[src/hw/rtl/gasp_pkg.sv]
// Types and constants of the glyph atlas shelf packer
package gasp_pkg;

   localparam int GLYPH_CODE_BITS = 21;
   localparam int GLYPH_DIM_BITS  = 12;
   localparam int POS_BITS        = 12;
   localparam int PAGE_OUT_BITS   = 8;
   localparam int ATLAS_DIM_BITS  = 13;
   localparam int CSR_DATA_BITS   = 4;
   localparam int CSR_INDEX_BITS  = 1;
   localparam int WIDE_BITS       = 15;

   localparam logic [CSR_INDEX_BITS-1:0] CSR_PADDING      = 1'd0;
   localparam logic [CSR_INDEX_BITS-1:0] CSR_MAX_DIM_LOG2 = 1'd1;

   localparam logic [3:0] PADDING_RESET      = 4'd1;
   localparam logic [3:0] MAX_DIM_LOG2_RESET = 4'd11;
   localparam logic [3:0] MIN_LOG2           = 4'd7;
   localparam logic [3:0] MAX_TOP_LOG2       = 4'd12;

   typedef enum logic [1:0] {
      STATUS_PLACED,
      STATUS_EMPTY,
      STATUS_OVERSIZE,
      STATUS_REGROW
   } status_type;

endpackage

[src/hw/rtl/glyph_atlas_shelf_packer_unit.sv]
// Top level of the glyph atlas shelf packer: input stage, packer state, result stage
//
//   channel  | direction | handshake            | payload
//   req_     | in        | req_valid/req_stall  | glyph_code, glyph_width, glyph_height
//   rsp_     | out       | rsp_valid/rsp_stall  | code_out, status, pos, page, atlas size
//   csr_     | in        | csr_write            | csr_index, csr_wdata
//
// One beat per cycle sustained while the result port is not stalled. The input register
// takes a beat at its accepting edge; once the result register is free, the beat moves
// through the placement logic into the result register, which drives the result port.
// Packer state updates as each beat moves into the result register.
// Reset clears valid flags and sets packer state and CSRs to their reset values; payload registers are not reset.
// A stalled result holds and stalls the input stage behind it.
module glyph_atlas_shelf_packer_unit #(
   parameter int COORD_BITS = 12,
   parameter int PAGE_BITS  = 8
) (
   input  logic                                  clock,
   input  logic                                  reset,
   input  logic                                  req_valid,
   output logic                                  req_stall,
   input  logic [gasp_pkg::GLYPH_CODE_BITS-1:0]  req_glyph_code,
   input  logic [gasp_pkg::GLYPH_DIM_BITS-1:0]   req_glyph_width,
   input  logic [gasp_pkg::GLYPH_DIM_BITS-1:0]   req_glyph_height,
   output logic                                  rsp_valid,
   input  logic                                  rsp_stall,
   output logic [gasp_pkg::GLYPH_CODE_BITS-1:0]  rsp_code_out,
   output logic [1:0]                            rsp_status,
   output logic [gasp_pkg::POS_BITS-1:0]         rsp_pos_x,
   output logic [gasp_pkg::POS_BITS-1:0]         rsp_pos_y,
   output logic [gasp_pkg::PAGE_OUT_BITS-1:0]    rsp_page_out,
   output logic [gasp_pkg::ATLAS_DIM_BITS-1:0]   rsp_atlas_width,
   output logic [gasp_pkg::ATLAS_DIM_BITS-1:0]   rsp_atlas_height,
   input  logic                                  csr_write,
   input  logic [gasp_pkg::CSR_INDEX_BITS-1:0]   csr_index,
   input  logic [gasp_pkg::CSR_DATA_BITS-1:0]    csr_wdata
);

   localparam int W = gasp_pkg::WIDE_BITS;

   logic [3:0] padding_ff, max_dim_log2_ff;

   logic                                 req_valid_ff;
   logic [gasp_pkg::GLYPH_CODE_BITS-1:0] req_code_ff;
   logic [gasp_pkg::GLYPH_DIM_BITS-1:0]  req_width_ff, req_height_ff;

   logic [COORD_BITS-1:0] cursor_x_ff, cursor_y_ff, row_height_ff;
   logic [COORD_BITS-1:0] cursor_x_in, cursor_y_in, row_height_in;
   logic [3:0]            width_log2_ff, height_log2_ff, width_log2_in, height_log2_in;
   logic [PAGE_BITS-1:0]  page_ff, page_in;

   gasp_pkg::status_type  status_c;
   logic [COORD_BITS-1:0] pos_x_c, pos_y_c;
   logic [W-1:0]          pos_x_wide, pos_y_wide;
   logic [15:0]           page_wide;

   logic                                 rsp_valid_ff;
   logic [gasp_pkg::GLYPH_CODE_BITS-1:0] rsp_code_ff;
   logic [1:0]                           rsp_status_ff;
   logic [gasp_pkg::POS_BITS-1:0]        rsp_pos_x_ff, rsp_pos_y_ff;
   logic [gasp_pkg::PAGE_OUT_BITS-1:0]   rsp_page_ff;
   logic [gasp_pkg::ATLAS_DIM_BITS-1:0]  rsp_atlas_width_ff, rsp_atlas_height_ff;

   logic out_free;

   assign out_free  = !rsp_valid_ff || !rsp_stall;
   assign req_stall = req_valid_ff && !out_free;

   // register file
   always_ff @(posedge clock) begin
      if (reset) begin
         padding_ff      <= gasp_pkg::PADDING_RESET;
         max_dim_log2_ff <= gasp_pkg::MAX_DIM_LOG2_RESET;
      end else if (csr_write) begin
         unique case (csr_index)
            gasp_pkg::CSR_PADDING:      padding_ff      <= csr_wdata;
            gasp_pkg::CSR_MAX_DIM_LOG2: max_dim_log2_ff <= csr_wdata;
            default: ;
         endcase
      end
   end

   // input stage
   always_ff @(posedge clock) begin
      if (reset) begin
         req_valid_ff <= 1'b0;
      end else if (!req_stall) begin
         req_valid_ff <= req_valid;
      end
      if (!req_stall) begin
         req_code_ff   <= req_glyph_code;
         req_width_ff  <= req_glyph_width;
         req_height_ff <= req_glyph_height;
      end
   end

   gasp_place #(
      .COORD_BITS (COORD_BITS),
      .PAGE_BITS  (PAGE_BITS)
   ) u_place (
      .padding          (padding_ff),
      .max_dim_log2     (max_dim_log2_ff),
      .glyph_width      (req_width_ff),
      .glyph_height     (req_height_ff),
      .cursor_x         (cursor_x_ff),
      .cursor_y         (cursor_y_ff),
      .row_height       (row_height_ff),
      .width_log2       (width_log2_ff),
      .height_log2      (height_log2_ff),
      .page             (page_ff),
      .cursor_x_next    (cursor_x_in),
      .cursor_y_next    (cursor_y_in),
      .row_height_next  (row_height_in),
      .width_log2_next  (width_log2_in),
      .height_log2_next (height_log2_in),
      .page_next        (page_in),
      .status           (status_c),
      .pos_x            (pos_x_c),
      .pos_y            (pos_y_c)
   );

   assign pos_x_wide = W'(pos_x_c);
   assign pos_y_wide = W'(pos_y_c);
   assign page_wide  = 16'(page_in);

   // packer state and result stage
   always_ff @(posedge clock) begin
      if (reset) begin
         cursor_x_ff    <= COORD_BITS'(gasp_pkg::PADDING_RESET);
         cursor_y_ff    <= COORD_BITS'(gasp_pkg::PADDING_RESET);
         row_height_ff  <= COORD_BITS'(gasp_pkg::PADDING_RESET);
         width_log2_ff  <= gasp_pkg::MIN_LOG2;
         height_log2_ff <= gasp_pkg::MIN_LOG2;
         page_ff        <= '0;
         rsp_valid_ff   <= 1'b0;
      end else if (out_free) begin
         rsp_valid_ff <= req_valid_ff;
         if (req_valid_ff) begin
            cursor_x_ff    <= cursor_x_in;
            cursor_y_ff    <= cursor_y_in;
            row_height_ff  <= row_height_in;
            width_log2_ff  <= width_log2_in;
            height_log2_ff <= height_log2_in;
            page_ff        <= page_in;
         end
      end
      if (out_free && req_valid_ff) begin
         rsp_code_ff         <= req_code_ff;
         rsp_status_ff       <= status_c;
         rsp_pos_x_ff        <= pos_x_wide[gasp_pkg::POS_BITS-1:0];
         rsp_pos_y_ff        <= pos_y_wide[gasp_pkg::POS_BITS-1:0];
         rsp_page_ff         <= page_wide[gasp_pkg::PAGE_OUT_BITS-1:0];
         rsp_atlas_width_ff  <= gasp_pkg::ATLAS_DIM_BITS'(1) << width_log2_in;
         rsp_atlas_height_ff <= gasp_pkg::ATLAS_DIM_BITS'(1) << height_log2_in;
      end
   end

   assign rsp_valid        = rsp_valid_ff;
   assign rsp_code_out     = rsp_code_ff;
   assign rsp_status       = rsp_status_ff;
   assign rsp_pos_x        = rsp_pos_x_ff;
   assign rsp_pos_y        = rsp_pos_y_ff;
   assign rsp_page_out     = rsp_page_ff;
   assign rsp_atlas_width  = rsp_atlas_width_ff;
   assign rsp_atlas_height = rsp_atlas_height_ff;

endmodule

[src/hw/rtl/gasp_place.sv]
// Placement logic: fit checks, new row, page or regrow, cursor update
module gasp_place #(
   parameter int COORD_BITS = 12,
   parameter int PAGE_BITS  = 8
) (
   input  logic [3:0]                          padding,
   input  logic [3:0]                          max_dim_log2,
   input  logic [gasp_pkg::GLYPH_DIM_BITS-1:0] glyph_width,
   input  logic [gasp_pkg::GLYPH_DIM_BITS-1:0] glyph_height,
   input  logic [COORD_BITS-1:0]               cursor_x,
   input  logic [COORD_BITS-1:0]               cursor_y,
   input  logic [COORD_BITS-1:0]               row_height,
   input  logic [3:0]                          width_log2,
   input  logic [3:0]                          height_log2,
   input  logic [PAGE_BITS-1:0]                page,
   output logic [COORD_BITS-1:0]               cursor_x_next,
   output logic [COORD_BITS-1:0]               cursor_y_next,
   output logic [COORD_BITS-1:0]               row_height_next,
   output logic [3:0]                          width_log2_next,
   output logic [3:0]                          height_log2_next,
   output logic [PAGE_BITS-1:0]                page_next,
   output gasp_pkg::status_type                status,
   output logic [COORD_BITS-1:0]               pos_x,
   output logic [COORD_BITS-1:0]               pos_y
);

   localparam int W = gasp_pkg::WIDE_BITS;
   localparam logic [W-1:0] CMAX = W'((1 << COORD_BITS) - 1);
   localparam logic [3:0] TOP_LOG2 =
      (COORD_BITS < 12) ? 4'(COORD_BITS) : gasp_pkg::MAX_TOP_LOG2;

   function automatic logic [COORD_BITS-1:0] sat_coord(input logic [W-1:0] v);
      logic [COORD_BITS-1:0] r;
      r = (v > CMAX) ? CMAX[COORD_BITS-1:0] : v[COORD_BITS-1:0];
      return r;
   endfunction

   logic [W-1:0] p_w, w_w, h_w, aw_w, ah_w;
   logic [W-1:0] cx_w, cy_w, rh_w;
   logic [COORD_BITS-1:0] pad_c;
   logic [COORD_BITS-1:0] cx_a, cy_a, rh_a, cx_b, cy_b, rh_b, rh_glyph;
   logic [3:0] limit;
   logic fits, new_row, no_room, can_grow, regrown, new_page, empty;

   always_comb begin
      p_w   = W'(padding);
      w_w   = W'(glyph_width);
      h_w   = W'(glyph_height);
      aw_w  = W'(1) << width_log2;
      ah_w  = W'(1) << height_log2;
      cx_w  = W'(cursor_x);
      cy_w  = W'(cursor_y);
      rh_w  = W'(row_height);
      pad_c = COORD_BITS'(padding);

      fits    = (w_w + (p_w << 1) < aw_w) && (h_w + (p_w << 1) < ah_w);
      new_row = fits && (cx_w + w_w + p_w > aw_w);
      cx_a    = new_row ? pad_c : cursor_x;
      cy_a    = new_row ? sat_coord(cy_w + rh_w) : cursor_y;
      rh_a    = new_row ? pad_c : row_height;

      if (max_dim_log2 < gasp_pkg::MIN_LOG2) begin
         limit = gasp_pkg::MIN_LOG2;
      end else if (max_dim_log2 > TOP_LOG2) begin
         limit = TOP_LOG2;
      end else begin
         limit = max_dim_log2;
      end

      no_room  = fits && (W'(cy_a) + h_w + p_w > ah_w);
      can_grow = ({1'b0, width_log2} + 5'd1 <= {1'b0, limit}) ||
                 ({1'b0, height_log2} + 5'd1 <= {1'b0, limit});
      regrown  = no_room && can_grow;
      new_page = no_room && !can_grow;

      width_log2_next  = (regrown && (width_log2 == height_log2)) ?
                         width_log2 + 4'd1 : width_log2;
      height_log2_next = (regrown && (width_log2 != height_log2)) ?
                         height_log2 + 4'd1 : height_log2;
      page_next        = new_page ? page + PAGE_BITS'(1) : page;

      cx_b = no_room ? pad_c : cx_a;
      cy_b = no_room ? pad_c : cy_a;
      rh_b = no_room ? pad_c : rh_a;

      empty    = (glyph_width == '0) || (glyph_height == '0);
      rh_glyph = sat_coord(h_w + p_w);

      cursor_x_next   = cx_b;
      cursor_y_next   = cy_b;
      row_height_next = rh_b;
      pos_x           = '0;
      pos_y           = '0;

      priority if (regrown) begin
         status = gasp_pkg::STATUS_REGROW;
      end else if (empty) begin
         status = gasp_pkg::STATUS_EMPTY;
      end else begin
         status          = fits ? gasp_pkg::STATUS_PLACED : gasp_pkg::STATUS_OVERSIZE;
         pos_x           = cx_b;
         pos_y           = cy_b;
         cursor_x_next   = sat_coord(W'(cx_b) + w_w + p_w);
         row_height_next = (rh_glyph > rh_b) ? rh_glyph : rh_b;
      end
   end

endmodule

[config.mk]
export PLATFORM = sky130hd
export DESIGN_NAME = glyph_atlas_shelf_packer_unit
export DESIGN_NICKNAME = d
export VERILOG_FILES = /design/src/hw/rtl/gasp_pkg.sv /design/src/hw/rtl/glyph_atlas_shelf_packer_unit.sv /design/src/hw/rtl/gasp_place.sv
export SDC_FILE = /design/constraint.sdc
export NUM_CORES = 1
export LEC_CHECK = 0
export BUFFER_PORTS_ARGS = -buffer_cell sky130_fd_sc_hd__buf_4
export CORE_UTILIZATION = 55
export CTS_CLUSTER_DIAMETER = 50
export DETAILED_ROUTE_END_ITERATION = 8
export GPL_ROUTABILITY_DRIVEN = 0
export PLACE_DENSITY = 0.86
export SLEW_MARGIN = 15
export SYNTH_ARGS = -nofsm -noshare
export SYNTH_HDL_FRONTEND = slang
export SYNTH_SLANG_ARGS = --single-unit
[constraint.sdc]
create_clock -name clock -period 21.8 [get_ports clock]
set_input_delay 4.36 -clock clock [delete_from_list [all_inputs] [get_ports clock]]
set_output_delay 4.36 -clock clock [all_outputs]
set_load 0.02 [all_outputs]
# Word-level counts from Yosys, hierarchy flattened
# Index checks and enable logic that the tools add are counted.
[op_classes] add_sub_neg=15 bitwise=1 n_reduce_logical=22 n_eq_ne=2 n_mux=21 n_lt_le_gt_ge=12 shifts=4
[op_table] operator="$mux W12" count=14
[op_table] operator="$add A12 B12 Y13" count=4
[op_table] operator="$add A15 B4 Y15" count=3
[op_table] operator="$gt A15 B12 Y1 const B" count=3
[op_table] operator="$gt A15 B15 Y1" count=2
[op_table] operator="$lt A15 B15 Y1" count=2
[op_table] operator="$shl A1 B4 Y15 const A" count=2
[op_table] operator="$add A12 B5 Y13" count=2
[op_table] operator="$shl A1 B4 Y13 const A" count=2
[op_table] operator="$logic_not A12 Y1" count=2
[op_table] operator="$mux W4" count=4
[op_table] operator="$add A12 B4 Y13" count=1
[op_table] operator="$gt A12 B12 Y1" count=1
[op_table] operator="$add A4 B1 Y5 const B" count=2
[op_table] operator="$le A5 B4 Y1" count=2
[op_table] operator="$logic_and A1 B1 Y1" count=9
[op_table] operator="$add A4 B1 Y4 const B" count=2
[op_table] operator="$add A8 B1 Y8 const B" count=1
[op_table] operator="$mux W8" count=1
[op_table] operator="$reduce_and A2 Y1" count=3
[op_table] operator="$eq A4 B4 Y1" count=1
[op_table] operator="$gt A4 B4 Y1 const B" count=1
[op_table] operator="$logic_not A1 Y1" count=4
[op_table] operator="$lt A4 B3 Y1 const B" count=1
[op_table] operator="5 further kinds" count=8
[totals] output_inout_bits=83 reg_bits=188 wordCells=98 in_bits=55

# Depth between registers and ports, before layout
[depth] depth_word=16 mapped_depth=56 depth_no_buf=52

# Modules after synthesis
# Synthesis repeated with hierarchy kept, for this count alone.
[unflattened] cells_unflattened=1344 hier_area_um2=12957.4
[by_module_without_submodules] module="gasp_place" area_each_um2=6653.9 instances=1 cells_per_inst=911 seq_area_each_um2=0.0
[by_module_without_submodules] module="glyph_atlas_shelf_packer_unit" area_each_um2=6303.5 instances=1 cells_per_inst=433 seq_area_each_um2=5024.8

# Worst setup path after synthesis
# Ideal clock, no wire load.
[synth_timing] path_kind="reg2reg" startpoint="register req_width_ff[1] (netlist bit)" endpoint="register cursor_x_ff[4]" arrival_ns=11.125 setup_ns=0.136 period_less_slack_ns=11.261 n_path_buf=4 t_required_ns=21.664 slack_ns=10.539 path_stages_with_launch=52 path_cell_list="edfxtp_1 inv_1 fa_1 inv_1 ha_1 a21o_1 a21oi_1 nor2b_1 o21a_1 and3_1 nand3_1 or3b_2 xor2_1 ha_1 nand4_1 a211oi_1 o211ai_1 a31o_2 [... 16 more ...] a21oi_1 o211ai_1 o211a_1 o21ai_0 buf_2 clkbuf_1 clkbuf_1 and2_1 ha_1 nor2_1 nor3_1 or2_2 o311a_1 a211oi_1 nand4b_1 mux2_2 a2111oi_0 nor3_1"
[synth_via] elab_chain_len=16 word_cells_on_any_way=23 cone_classes="7 x add/sub; 4 x order compare; 6 x mux; 6 x reduce/logical"
[synth_rtl] element="from (decl)" line="glyph_atlas_shelf_packer_unit.sv:45" source="logic [gasp_pkg::GLYPH_DIM_BITS-1:0] req_width_ff, req_height_ff;"
[synth_rtl] element="from (signal assigned)" line="glyph_atlas_shelf_packer_unit.sv:92" source="req_width_ff <= req_glyph_width;"
[synth_rtl] element="$add A12 B12 Y13 or $add A12 B5 Y13 (tied branches)" line="gasp_place.sv:57, gasp_place.sv:56"
[synth_rtl] element="$add A15 B4 Y15 or $lt A15 B15 Y1 (tied branches)" line="gasp_place.sv:57, gasp_place.sv:56"
[synth_rtl] element="$gt A15 B15 Y1 or $logic_and A1 B1 Y1 (tied branches)" line="gasp_place.sv:57, gasp_place.sv:56"
[synth_rtl] element="$logic_and A1 B1 Y1" line="gasp_place.sv:57" source="new_row = fits && (cx_w + w_w + p_w > aw_w);"
[synth_rtl] element="$mux W12" line="gasp_place.sv:59" source="cy_a = new_row ? sat_coord(cy_w + rh_w) : cursor_y;"
[synth_rtl] element="$add A12 B12 Y13" line="gasp_place.sv:70" source="no_room = fits && (W'(cy_a) + h_w + p_w > ah_w);"
[synth_rtl] element="$add A15 B4 Y15" line="gasp_place.sv:70"
[synth_rtl] element="$gt A15 B15 Y1" line="gasp_place.sv:70"
[synth_rtl] element="$logic_and A1 B1 Y1" line="gasp_place.sv:70"
[synth_rtl] element="$mux W12 (*)" line="gasp_place.sv:82" source="cx_b = no_room ? pad_c : cx_a;"
[synth_rtl] element="net u_place.cx_b[5]" line="gasp_place.sv:41" source="logic [COORD_BITS-1:0] cx_a, cy_a, rh_a, cx_b, cy_b, rh_b, rh_glyph;"
[synth_rtl] element="$add A12 B12 Y13 (*)" line="gasp_place.sv:103" source="cursor_x_next = sat_coord(W'(cx_b) + w_w + p_w);"
[synth_rtl] element="$add A15 B4 Y15 (*)" line="gasp_place.sv:103"
[synth_rtl] element="$gt A15 B12 Y1 (*)" line="gasp_place.sv:34" source="r = (v > CMAX) ? CMAX[COORD_BITS-1:0] : v[COORD_BITS-1:0];"
[synth_rtl] element="$mux W12 (*)" line="gasp_place.sv:34"
[synth_rtl] element="$mux W12 (*)" line="gasp_place.sv:97" source="end else if (empty) begin"
[synth_rtl] element="$mux W12 (*)" line="gasp_place.sv:95" source="priority if (regrown) begin"
[synth_rtl] element="to (signal assigned)" line="glyph_atlas_shelf_packer_unit.sv:129" source="cursor_x_ff <= COORD_BITS'(gasp_pkg::PADDING_RESET);"
[synth_rtl] element="to (signal assigned)" line="glyph_atlas_shelf_packer_unit.sv:139" source="cursor_x_ff <= cursor_x_in;"
[synth_rtl] element="to (decl)" line="glyph_atlas_shelf_packer_unit.sv:47" source="logic [COORD_BITS-1:0] cursor_x_ff, cursor_y_ff, row_height_ff;"
# Mark *: on every way through the listed nets, which the timed path passes. The rest lies on a longest branch.
# A chain may end at the register's enable or synchronous reset.

# Final worst setup path
[layout_timing] startpoint="register req_width_ff[1] (netlist bit)" endpoint="register cursor_x_ff[9]"
[layout_via] elab_chain_len=16 word_cells_on_any_way=23 cone_classes="7 x add/sub; 4 x order compare; 6 x mux; 6 x reduce/logical"
[layout_rtl] element="$add A12 B12 Y13 or $add A12 B5 Y13 (tied branches)" line="gasp_place.sv:57, gasp_place.sv:56"
[layout_rtl] element="$add A15 B4 Y15 or $lt A15 B15 Y1 (tied branches)" line="gasp_place.sv:57, gasp_place.sv:56"
[layout_rtl] element="$gt A15 B15 Y1 or $logic_and A1 B1 Y1 (tied branches)" line="gasp_place.sv:57, gasp_place.sv:56"
[layout_rtl] element="$logic_and A1 B1 Y1" line="gasp_place.sv:57"
[layout_rtl] element="$mux W12" line="gasp_place.sv:59"
[layout_rtl] element="$add A12 B12 Y13" line="gasp_place.sv:70"
[layout_rtl] element="$add A15 B4 Y15" line="gasp_place.sv:70"
[layout_rtl] element="$gt A15 B15 Y1" line="gasp_place.sv:70"
[layout_rtl] element="$logic_and A1 B1 Y1" line="gasp_place.sv:70"
[layout_rtl] element="$mux W12 (*)" line="gasp_place.sv:82"
[layout_rtl] element="net u_place.cx_b[0]" line="gasp_place.sv:41"
[layout_rtl] element="$add A12 B12 Y13 (*)" line="gasp_place.sv:103"
[layout_rtl] element="$add A15 B4 Y15 (*)" line="gasp_place.sv:103"
[layout_rtl] element="$gt A15 B12 Y1" line="gasp_place.sv:34"
[layout_rtl] element="$mux W12 (*)" line="gasp_place.sv:34"
[layout_rtl] element="$mux W12 (*)" line="gasp_place.sv:97"
[layout_rtl] element="$mux W12 (*)" line="gasp_place.sv:95"
# Marks and branches as above.

==> impl_metrics.py <==
metrics = {
    "status": {
        "status": "finished, final reports clean",
    },
    "logic_synthesis": {
        "syn-num-nets": 1569,
        "synth_area_per_cell_um2": 9.823,
        "dominantRegCellSynth": "sky130_fd_sc_hd__edfxtp_1",
        "synth.cell_area_mm2": 0.01322,
        "synthArstFlopShare_pct": 0,
        "synth-edff-count": 126,
        "synth_cells": 1346,
        "synth-seq-cells": 188,
        "sequential_fraction_of_the_synthesis_area_pct": 38.01,
        "synth.lib_cells_used.distinct": 76,
        "synthesis.yosys.warnings": 0,
    },
    "setup_path": {
        "worst_r2r_path_depth": 49,
        "crit_fanout": 29,
        "cpMaxStageDelayCell": "sky130_fd_sc_hd__nand4b_1",
        "cp-start-kind": "register",
        "worstPathRequired_ns": 22.10,
        "worst-endpoint-arrival_ns": 13.73,
        "cp.buffers_inverters": 3,
        "timing_worst_setup_path_type": "register to register",
        "crit_path_frequent_cell": "sky130_fd_sc_hd__ha_1",
        "worstSetupPathDepth": 49,
        "critPathTopFamily": "compound AO/OA/AOI/OAI gates",
        "cp_peak_stage_delay_ns": 0.64,
        "critical_path.endpoint_type": "register",
    },
    "clock_tree": {
        "numClockSinks": 188,
        "worst_setup_hold_path_clk_slew_ns": 0.08,
        "clockBufferDepth": 2,
        "cts_root_buffer": "sky130_fd_sc_hd__clkbuf_16",
        "post-cts-setup-buffers": 0,
        "tritoncts": "yes",
        "htreeDepth": 4,
        "insertion_delay_of_the_later_clocked_pin_in_the_worst_skew_pair_ns": 0.45,
        "numCtsBuffers": 17,
        "cts.repair.resized": 0,
        "cts_hold_buf": 0,
    },
    "power": {
        "power_report.internal_total_mw": 0.6854,
        "vdd.ir_drop.worst_mv": 0.05033,
        "share_of_total_power_in_combinational_logic_pct": 28.6,
        "power_switching_share_pct": 33.37,
        "seq_power_share_pct": 40.6,
        "pnr_total_power_mw": 1.029,
        "clockPowerShare_pct": 30.8,
        "power_per_cell_area_mw_per_mm2": 68.00,
        "power.leakage_nw": 6.466,
        "p_switching_mw": 0.3433,
    },
    "die": {
        "initial_core_utilization_pct": 56.16,
        "std_cell_rows": 56,
        "die_height_um": 157.0,
        "pin_count": 138,
        "core_region_area_mm2": 0.02354,
        "die-area_mm2": 0.02466,
        "die_outline_width_um": 157.0,
    },
    "sta": {
        "finalSetupViolations": 0,
        "min_period_over_period_pct": 61.58,
        "fin_setup_tns_ns": 0,
        "period_minus_slack_ns": 13.42,
        "maxClockFrequency_ghz": 0.07449,
        "rsz0062_at_grt": "false",
        "worst_margin_slew_ns": 1.225,
        "fin_skew_ns": 0.01845,
        "timing_hold_violations_final": 0,
        "slew_viol_final": 0,
        "slew-limit-headroom_pct": 18.00,
    },
    "route": {
        "postRouteAntennaNets": 0,
        "detail_route.wirelength_um": 31620,
        "routed_wire_length_per_instance_um": 17.64,
        "detail_route.iter0.violations": 1133,
        "drt_pre_antenna_iters": 5,
        "post_drt_via_cell_ratio": 6.047,
        "number_of_vias_after_detailed_routing": 10840,
        "drc": 0,
    },
    "cells_and_area": {
        "stdcell_area_mm2": 0.01513,
        "n_antenna_cell": 0,
        "final_layout_size_suffix_gt1_share_pct": 13.98,
        "finalNonFillerCells": 1793,
        "layout.cells.most_common": "sky130_fd_sc_hd__ha_1",
        "layout_fillers": 1802,
        "postLayoutCoreUtil_pct": 64.25,
        "final_nets": 1684,
        "most-common-layout-cells": "158 x sky130_fd_sc_hd__ha_1, 143 x sky130_fd_sc_hd__buf_4, 126 x sky130_fd_sc_hd__edfxtp_1",
        "flow.area_growth_from_synthesis_pct": 14.41,
    },
    "global_routing": {
        "grt_antenna_before_repair": 1,
        "groute.usage.overall_pct": 25.75,
        "grt_first_pass_wirelength_um": 50180,
        "grt_overflow": 0,
        "pin_count_of_the_biggest_net_entering_global_routing": 63,
        "first_global_vias": 10240,
    },
    "place": {
        "numPlacedInstances": 1761,
        "port-buffer-count": 137,
        "dpl.hpwl_um": 23390,
        "placedInstanceArea_mm2": 0.01452,
    },
    "min_path": {
        "hold-path-cell-count": 0,
        "hold_crit_class": "register to register",
    },
    "job": {
        "max-cap-violations": 0,
    },
}
## flip-flops by register name, summed over array words and instances, names as in the netlist, 2 cells and up
name	flops
width_log2_ff	4
rsp_atlas_height	13
row_height_ff	12
max_dim_log2_ff	4
padding_ff	4
rsp_status	2
rsp_pos_y	12
req_code_ff	21
rsp_page_out	8
rsp_atlas_width	13
req_height_ff	12
cursor_x_ff	12
rsp_pos_x	12
height_log2_ff	4
rsp_code_out	21
page_ff	8
req_width_ff	12
cursor_y_ff	12
## metal layers
layer / share of wire (%) / track usage (%)
met5: 0.035 / 0
met4: 2.5 / 8.969
met3: 6.9 / 4.515
met2: 48 / 43.24
met1: 43 / 33.36
## cells in the mapped netlist, types with 5 or more instances
library cell / count / area share [%]
sky130_fd_sc_hd__dfxtp_1: 62 / 9.4
sky130_fd_sc_hd__nor4_1: 15 / 0.71
sky130_fd_sc_hd__nor2b_1: 40 / 1.9
sky130_fd_sc_hd__o31ai_1: 6 / 0.34
sky130_fd_sc_hd__and2_1: 32 / 1.5
sky130_fd_sc_hd__a211o_1: 7 / 0.46
sky130_fd_sc_hd__clkbuf_1: 38 / 1.1
sky130_fd_sc_hd__nand2b_1: 21 / 0.99
sky130_fd_sc_hd__nand2_1: 102 / 2.9
sky130_fd_sc_hd__ha_1: 158 / 15
sky130_fd_sc_hd__o31a_1: 5 / 0.33
sky130_fd_sc_hd__and3_1: 23 / 1.1
sky130_fd_sc_hd__a21o_1: 29 / 1.6
sky130_fd_sc_hd__a22oi_1: 9 / 0.51
sky130_fd_sc_hd__a211oi_1: 14 / 0.79
sky130_fd_sc_hd__a31oi_1: 13 / 0.62
sky130_fd_sc_hd__a21oi_1: 63 / 2.4
sky130_fd_sc_hd__nor3_1: 24 / 0.91
sky130_fd_sc_hd__or2_2: 5 / 0.24
sky130_fd_sc_hd__a22o_1: 12 / 0.79
sky130_fd_sc_hd__xnor2_1: 60 / 4.0
sky130_fd_sc_hd__o211ai_1: 14 / 0.79
sky130_fd_sc_hd__mux2_2: 8 / 0.68
sky130_fd_sc_hd__a2111oi_0: 6 / 0.40
sky130_fd_sc_hd__o21ai_0: 39 / 1.5
sky130_fd_sc_hd__edfxtp_1: 126 / 29
sky130_fd_sc_hd__inv_1: 44 / 1.2
sky130_fd_sc_hd__mux2i_1: 15 / 1.1
sky130_fd_sc_hd__o21a_1: 19 / 1.1
sky130_fd_sc_hd__nand3_1: 41 / 1.6
sky130_fd_sc_hd__o32ai_1: 6 / 0.40
sky130_fd_sc_hd__nand4_1: 17 / 0.80
sky130_fd_sc_hd__nor2_1: 117 / 3.3
sky130_fd_sc_hd__fa_1: 10 / 1.5
sky130_fd_sc_hd__xor2_1: 58 / 3.8
sky130_fd_sc_hd__or3_1: 5 / 0.24
sky130_fd_sc_hd__o22a_1: 10 / 0.66
## power groups by stage
stage,Combinational (mW),Clock (mW),Sequential [mW]
detailed placement,0.288,0,0.424
floorplan,0.208,0,0.428
CTS,0.290,0.319,0.417
global route,0.326,0.332,0.419
finish,0.294,0.317,0.417
global placement,0.276,0,0.424
## worst paths after layout
| kind | from | to | slack, ns |
|---|---|---|---|
| max | req_width_ff[1] | cursor_x_ff[9] | 8.38 |
| min | req_code_ff[9] | rsp_code_out[9] | 0.42 |
| max reg2reg | req_width_ff[1] | cursor_x_ff[9] | 8.38 |
| min reg2reg | req_code_ff[9] | rsp_code_out[9] | 0.42 |
## through the flow
| stage | worst slack [ns] | hold WS [ns] |
|---|---|---|
| final | 8.375 | 0.4231 |
| after global routing | 7.527 | 0.4291 |
| after CTS | 8.512 | 0.4236 |
| after detailed placement | 8.579 | 0.4045 |
| after global placement | 9.186 | 0.4001 |
| after floorplan | 10.54 | 0.4003 |
## cell type report
type | count | area, um^2 | area share, %
tap | 319 | 399.1 | 2.639
timing repair buffer | 143 | 1074 | 7.097
inverter | 45 | 170.2 | 1.125
clock inverter | 15 | 185.2 | 1.224
multi-input combinational | 1066 | 7849 | 51.89
sequential | 188 | 5025 | 33.22
clock buffer | 17 | 425.4 | 2.812
## cell families after synthesis
| family | share of synthesized area (%) |
|---|---|
| adders and majority gates | 16.47 |
| xor gates and xnor gates | 7.817 |
| AOI/OAI and AO/OA | 14.83 |
| DFF | 38.01 |
| muxes | 1.817 |
| buffers and inverters | 2.697 |
| and+or+nand+nor | 18.37 |
Power figures use the tool's default switching activity.
